**src/design/pe_pkg.sv**
```systemverilog
package pe_pkg;

  localparam int Q_W    = 32;
  localparam int FRAC_W = 16;
  localparam int PROD_W = 2 * Q_W;
  localparam int SUM_W  = PROD_W - FRAC_W + 1;
  localparam int CFG_W  = 5;
  localparam int IDX_W_IN = 5;

  typedef logic signed [Q_W-1:0] q_t;

  typedef struct packed {
    logic clear;
    logic mul_en;
    logic add_en;
  } pe_mac_ctl_t;

endpackage

```
**src/design/polynomial_evaluator_top.sv**
```systemverilog
// Horner polynomial evaluator, signed Q16.16.
// Input: an item is taken on a clock edge with start high and busy low.
//   in_kind 0 writes in_coef_value to power in_coef_index (ignored above
//   MAX_POWER), no result. in_kind 1 evaluates at in_x_value.
// Config: cfg_data sets the degree in use, clamped to MAX_POWER; write it
//   with cfg_valid while idle (cfg_ready is high when not busy).
// Result: out_result_value and out_overflow are shown for one cycle with
//   out_valid high; the receiver must take the beat then.
// Sequence: each Horner step is a multiply state then an add/saturate state,
//   with the next coefficient read from the table during the add. An
//   evaluation runs one step per power from the degree down to zero; out_valid
//   rises as the last add is registered, and a new item can be taken in that
//   cycle, since busy is already low.
//   A write takes effect at its accepting edge, before any later read.
// Reset: clears the coefficient table (per-entry valid bits), the degree
//   and the sequencer; the block is ready in the cycle after reset.
module polynomial_evaluator_top #(
  parameter int MAX_POWER = 20
) (
  input  logic                      clk,
  input  logic                      rst_n,
  input  logic                      start,
  output logic                      busy,
  input  logic                      in_kind,
  input  logic [pe_pkg::IDX_W_IN-1:0] in_coef_index,
  input  logic signed [pe_pkg::Q_W-1:0] in_coef_value,
  input  logic signed [pe_pkg::Q_W-1:0] in_x_value,
  output logic                      out_valid,
  output logic signed [pe_pkg::Q_W-1:0] out_result_value,
  output logic                      out_overflow,
  input  logic                      cfg_valid,
  output logic                      cfg_ready,
  input  logic [pe_pkg::CFG_W-1:0]  cfg_data
);
  import pe_pkg::*;

  localparam int DEPTH = MAX_POWER + 1;
  localparam int IDX_W = $clog2(DEPTH);

  typedef enum logic [2:0] {
    ST_IDLE = 3'b001,
    ST_MUL  = 3'b010,
    ST_ADD  = 3'b100
  } state_t;

  state_t           state_r, state_nxt;
  logic [IDX_W-1:0] degree_r, degree_nxt;
  logic [IDX_W-1:0] idx_r, idx_nxt;
  logic             out_valid_r, out_valid_nxt;
  logic             accept;
  logic             wr_en;
  logic             rd_en;
  logic [IDX_W-1:0] rd_addr;
  pe_mac_ctl_t      mac_ctl;
  q_t               coef;

  assign busy      = (state_r != ST_IDLE);
  assign cfg_ready = !busy;
  assign accept    = start && !busy;
  assign wr_en     = accept && !in_kind && (int'(in_coef_index) <= MAX_POWER);

  always_comb begin
    state_nxt     = state_r;
    idx_nxt       = idx_r;
    degree_nxt    = degree_r;
    out_valid_nxt = 1'b0;
    rd_en         = 1'b0;
    rd_addr       = degree_r;
    mac_ctl       = '0;

    if (cfg_valid && cfg_ready) begin
      if (int'(cfg_data) > MAX_POWER) begin
        degree_nxt = IDX_W'(MAX_POWER);
      end else begin
        degree_nxt = IDX_W'(cfg_data);
      end
    end

    case (state_r)
      ST_IDLE: begin
        if (accept && in_kind) begin
          mac_ctl.clear = 1'b1;
          rd_en         = 1'b1;
          rd_addr       = degree_r;
          idx_nxt       = degree_r;
          state_nxt     = ST_MUL;
        end
      end
      ST_MUL: begin
        mac_ctl.mul_en = 1'b1;
        state_nxt      = ST_ADD;
      end
      ST_ADD: begin
        mac_ctl.add_en = 1'b1;
        if (idx_r == '0) begin
          out_valid_nxt = 1'b1;
          state_nxt     = ST_IDLE;
        end else begin
          // fetch the next lower coefficient while this step closes
          rd_en     = 1'b1;
          rd_addr   = idx_r - IDX_W'(1);
          idx_nxt   = idx_r - IDX_W'(1);
          state_nxt = ST_MUL;
        end
      end
      default: begin
        state_nxt = ST_IDLE;
      end
    endcase
  end

  always_ff @(posedge clk) begin
    if (!rst_n) begin
      state_r     <= ST_IDLE;
      degree_r    <= '0;
      out_valid_r <= 1'b0;
    end else begin
      state_r     <= state_nxt;
      degree_r    <= degree_nxt;
      out_valid_r <= out_valid_nxt;
    end
  end

  always_ff @(posedge clk) begin
    idx_r <= idx_nxt;
  end

  pe_coef_mem #(
    .DEPTH  (DEPTH),
    .ADDR_W (IDX_W)
  ) u_coef_mem (
    .clk     (clk),
    .rst_n   (rst_n),
    .wr_en   (wr_en),
    .wr_addr (IDX_W'(in_coef_index)),
    .wr_data (in_coef_value),
    .rd_en   (rd_en),
    .rd_addr (rd_addr),
    .rd_coef (coef)
  );

  pe_mac u_mac (
    .clk  (clk),
    .ctl  (mac_ctl),
    .x_in (in_x_value),
    .coef (coef),
    .acc  (out_result_value),
    .ovf  (out_overflow)
  );

  assign out_valid = out_valid_r;

endmodule

```
**src/design/pe_coef_mem.sv**
```systemverilog
module pe_coef_mem #(
  parameter int DEPTH  = 21,
  parameter int ADDR_W = 5
) (
  input  logic                 clk,
  input  logic                 rst_n,
  input  logic                 wr_en,
  input  logic [ADDR_W-1:0]    wr_addr,
  input  pe_pkg::q_t           wr_data,
  input  logic                 rd_en,
  input  logic [ADDR_W-1:0]    rd_addr,
  output pe_pkg::q_t           rd_coef
);
  import pe_pkg::*;

  q_t               mem [DEPTH];
  logic [DEPTH-1:0] valid_r;
  q_t               rd_data_r;
  logic             rd_valid_r;

  always_ff @(posedge clk) begin
    if (wr_en) begin
      mem[wr_addr] <= wr_data;
    end
    if (rd_en) begin
      rd_data_r <= mem[rd_addr];
    end
  end

  // entries never written since reset read as zero
  always_ff @(posedge clk) begin
    if (!rst_n) begin
      valid_r    <= '0;
      rd_valid_r <= 1'b0;
    end else begin
      if (wr_en) begin
        valid_r[wr_addr] <= 1'b1;
      end
      if (rd_en) begin
        rd_valid_r <= valid_r[rd_addr];
      end
    end
  end

  assign rd_coef = rd_valid_r ? rd_data_r : '0;

endmodule

```
**src/design/pe_mac.sv**
```systemverilog
module pe_mac (
  input  logic               clk,
  input  pe_pkg::pe_mac_ctl_t ctl,
  input  pe_pkg::q_t         x_in,
  input  pe_pkg::q_t         coef,
  output pe_pkg::q_t         acc,
  output logic               ovf
);
  import pe_pkg::*;

  q_t                       x_r;
  q_t                       acc_r;
  logic                     ovf_r;
  logic signed [PROD_W-1:0] prod_r;
  logic signed [SUM_W-1:0]  sum;
  logic                     sat;
  q_t                       acc_nxt;

  // floor of product / 2^16 is the arithmetic top slice
  always_comb begin
    sum = SUM_W'(signed'(prod_r[PROD_W-1:FRAC_W])) + SUM_W'(coef);
    sat = (sum[SUM_W-1:Q_W-1] != '0) && (sum[SUM_W-1:Q_W-1] != '1);
    if (!sat) begin
      acc_nxt = sum[Q_W-1:0];
    end else if (sum[SUM_W-1]) begin
      acc_nxt = {1'b1, {(Q_W-1){1'b0}}};
    end else begin
      acc_nxt = {1'b0, {(Q_W-1){1'b1}}};
    end
  end

  always_ff @(posedge clk) begin
    if (ctl.clear) begin
      x_r   <= x_in;
      acc_r <= '0;
      ovf_r <= 1'b0;
    end else if (ctl.add_en) begin
      acc_r <= acc_nxt;
      ovf_r <= ovf_r | sat;
    end
    if (ctl.mul_en) begin
      prod_r <= acc_r * x_r;
    end
  end

  assign acc = acc_r;
  assign ovf = ovf_r;

endmodule

```
**config.mk**
```make
export PLATFORM = sky130hd
export DESIGN_NAME = polynomial_evaluator_top
export DESIGN_NICKNAME = d
export VERILOG_FILES = /design/src/design/pe_pkg.sv /design/src/design/polynomial_evaluator_top.sv /design/src/design/pe_coef_mem.sv /design/src/design/pe_mac.sv
export SDC_FILE = /design/constraint.sdc
export NUM_CORES = 2
export LEC_CHECK = 0
export BUFFER_PORTS_ARGS = -buffer_cell sky130_fd_sc_hd__buf_2
export CAP_MARGIN = 5
export CELL_PAD_IN_SITES_DETAIL_PLACEMENT = 0
export CELL_PAD_IN_SITES_GLOBAL_PLACEMENT = 1
export CORE_MARGIN = 3
export CORE_UTILIZATION = 40
export CTS_BUF_LIST = sky130_fd_sc_hd__clkbuf_4
export CTS_CLUSTER_SIZE = 28
export DETAILED_ROUTE_END_ITERATION = 6
export PLACE_DENSITY = 0.61
export SYNTH_ARGS = -nofsm -noshare
export SYNTH_HDL_FRONTEND = slang
export SYNTH_SLANG_ARGS = --single-unit
```
**constraint.sdc**
```tcl
create_clock -name clk -period 12.3 [get_ports clk]
set_input_delay 0.615 -clock clk [delete_from_list [all_inputs] [get_ports clk]]
set_output_delay 0.615 -clock clk [all_outputs]
set_load 0.1 [all_outputs]
```
==> run metrics <==
Final Net Count=7,413; switch share=26.1%; worst skew pair latency=1.24 ns; worst hold stages=2; cell taking the most area after synthesis=edfxtp_1; Psw=between 1.5 and 2 mW; Fill cells=~16,000; Pint=4.79 mW; Detailed Route WL=184,000 microns; vias in the first global route=47,800; worst hold path type=in2reg; CTS resizes=0; Die ar.=0.181 sq mm; RSZ-0062 raised after global routing=false; total grt overflow=0; crit path launch=u_mac.x_r[0]$_DFFE_PP_; fmax=106 MHz; PD cells=83.5 mW/mm^2; arrival time worst endpoint=roughly 10 ns; syn_nets=7,155; die height=around 430 microns; crit path time final=9.42 ns; TritonCTS buffer count=229; Unique masters post-synth=between 80 and 90; Antenna Nets Post-Route=0; # rows=between 150 and 200; number of detailed-route iterations in the first pass=7; most frequent cell after synthesis=fa_1; DR WL/cell=between 20 and 25 microns; largest net degree at the start of global routing=100; synthesized area=0.0703 sq mm; worst hold path startpoint=in_x_value[28]; Die X-Extent=425 microns; total track usage=roughly a fifth; CORE AREA=0.174 sq mm; Worst path most repeated cell=fa_1; status=finished, final reports clean; Reg power frac=about half; syn avg cell area=12.2 sq um; Critical-path top delay cell=fa_1; DRC=0; Worst-path clk slew=0.07 ns; clock skew=0.121 ns; CP Max Fanout=18; total chip power=between 6 and 7 mW; Crit path max-delay family=adder cells; Yosys top cell area share=33.7%; maximum VDD drop=between 0.0001 and 0.00015 V; initial DRC count=2,445; FFs w/ async S/R, synth=0%; Comb pwr share=10.4%; TritonCTS Sinks=853; leakage power=32.7 nW; Least-Margin Pin Slew=roughly 1.3 ns; CP Class=reg2reg; Setup TNS=0 ns; Synth Register Bits=853; largest cells by area after synthesis=edfxtp_1 34%, fa_1 31%, mux4_2 5.3%; synth warn=0; sequential fraction of the synthesis area=~36%; R2R cell count=25; H-tree Lvls=4; root buf cell=clkbuf_4; Cells after DPL=8,009; final hold violation count=0; post-CTS repair timing setup buffer count=0; Startpoint Class=flip-flop; share of cells above drive strength 1=a little over an eighth; Clock power frac=40.0%; port buffer count=114; Max clock buf depth=3; Worst Path Buf+Inv=3; I/O pin cnt=115; Max Slew Vio Count=0; top cells by instance count after synthesis=1,082 x fa_1, 982 x inv_1, 789 x edfxtp_1, 614 x nand2_1, 590 x and2_1; TritonCTS clock tree=yes; slowest stage delay, CP=1.06 ns; critical path depth=25; WHS=0.158 ns; first-pass GRT wire length=~290,000 microns; R2R Path Start=u_mac.x_r[0]$_DFFE_PP_; Cells after Synth=5,765; Final period util=roughly three quarters; vias=43,200; DR vias/cell=5.06; Post-synth EDFFs=~790; Synth-to-Final Area Change=10.5%; max_slew headroom=12.2%; Post-synth top flop=edfxtp_1; fin cells=between 8,000 and 9,000; Req. time, crit path=13.25 ns; GP Congestion=roughly 0.83; crit end category=flip-flop; # setup viols final=0; max_cap viols=0; dpl hpwl=129,000 microns; antenna violations before repair=15; Setup WS pre-CTS=2.89 ns; Worst Setup Slack, final=2.88 ns; initial core utilization=40.3%
[layer usage]
layer,GRT usage (%),up-vias,routed length [microns],share of wire [%]
li1,-,19200,-,-
met1,30.1,22800,84500,46
met2,34.2,965,87400,47
met3,3.22,219,8950,4.9
met4,4.84,4,3120,1.7
met5,0,-,23,0.012
[final cells by class]
type,instances,area [sq um],area share [%]
repair buffers,325,2450,3.16
well taps,2325,2910,3.75
clock buffers,340,2550,3.29
inverters,982,3690,4.75
multi-input cells,3632,40600,52.3
diodes,14,35.0,0.0451
clock inverters,74,462,0.595
flip-flops and latches,853,25000,32.2
[sequential cells by signal, indices dropped and copies added, names as in the netlist]
signal,flops
u_mac.ovf,1
u_mac.prod_r,48
u_mac.x_r,32
u_coef_mem.rd_valid_r,1
out_valid,1
u_mac.acc,32
u_coef_mem.mem,672
u_coef_mem.valid_r,21
state_r,3
u_coef_mem.rd_data_r,32
degree_r,5
idx_r,5
[final timing paths]
kind | slack [ns] | endpoint
worst max-delay path | 2.88 | u_mac.prod_r[63]$_DFFE_PP_
worst max register to register | 2.88 | u_mac.prod_r[63]$_DFFE_PP_
worst min-delay path | 0.16 | u_mac.x_r[28]$_DFFE_PP_
worst min register to register | 0.47 | u_mac.ovf$_SDFFE_PP0P_
[timing repair]
item / CTS / global route
endpoints found under the hold margin: 727 / 0
hold buffers: 108 / 0
setup endpoints to repair: 0 / 0
[power by group through the flow]
stage               Sequential, mW  Combinational, mW  Clock (mW)
finish                        3.21              0.675        2.59
CTS                           3.21              0.687        2.70
global route                  3.21              0.748        2.87
global placement              3.28              0.651           0
floorplan                     3.27              0.421           0
detailed placement            3.28              0.649           0
[logic make-up after synthesis]
family                     synth area share (%)
AOI/OAI and AO/OA                          4.32
and+or+nand+nor                            11.1
DFF                                        35.5
buffers and inverters                      7.05
xor gates and xnor gates                   1.23
adders and majority gates                  34.9
muxes                                      5.82
[per-stage QoR]
stage	instance area (sq um)	util, %
final	77600	44.6
after global routing	77600	44.6
after CTS	77600	44.5
after detailed placement	73500	42.2
after global placement	73500	42.2
after floorplan	70300	-
[placed cells by master, fill, tap and decap left out, drive strengths merged, types with 22 or more instances in the layout]
cell,count
fa,1082
inv,988
edfxtp,789
nand2,616
and2,590
clkbuf,340
ha,229
nor2,218
buf,217
mux4,165
a21oi,135
dlygate4sd3,108
a211oi,67
dfxtp,64
clkinv,63
xnor2,62
o21ai,62
a31oi,45
a21o,38
xor2,37
mux2i,35
nor3,29
nand4,27
o21a,26
nand2b,22
Note: power is estimated with default switching activity, not from simulation.
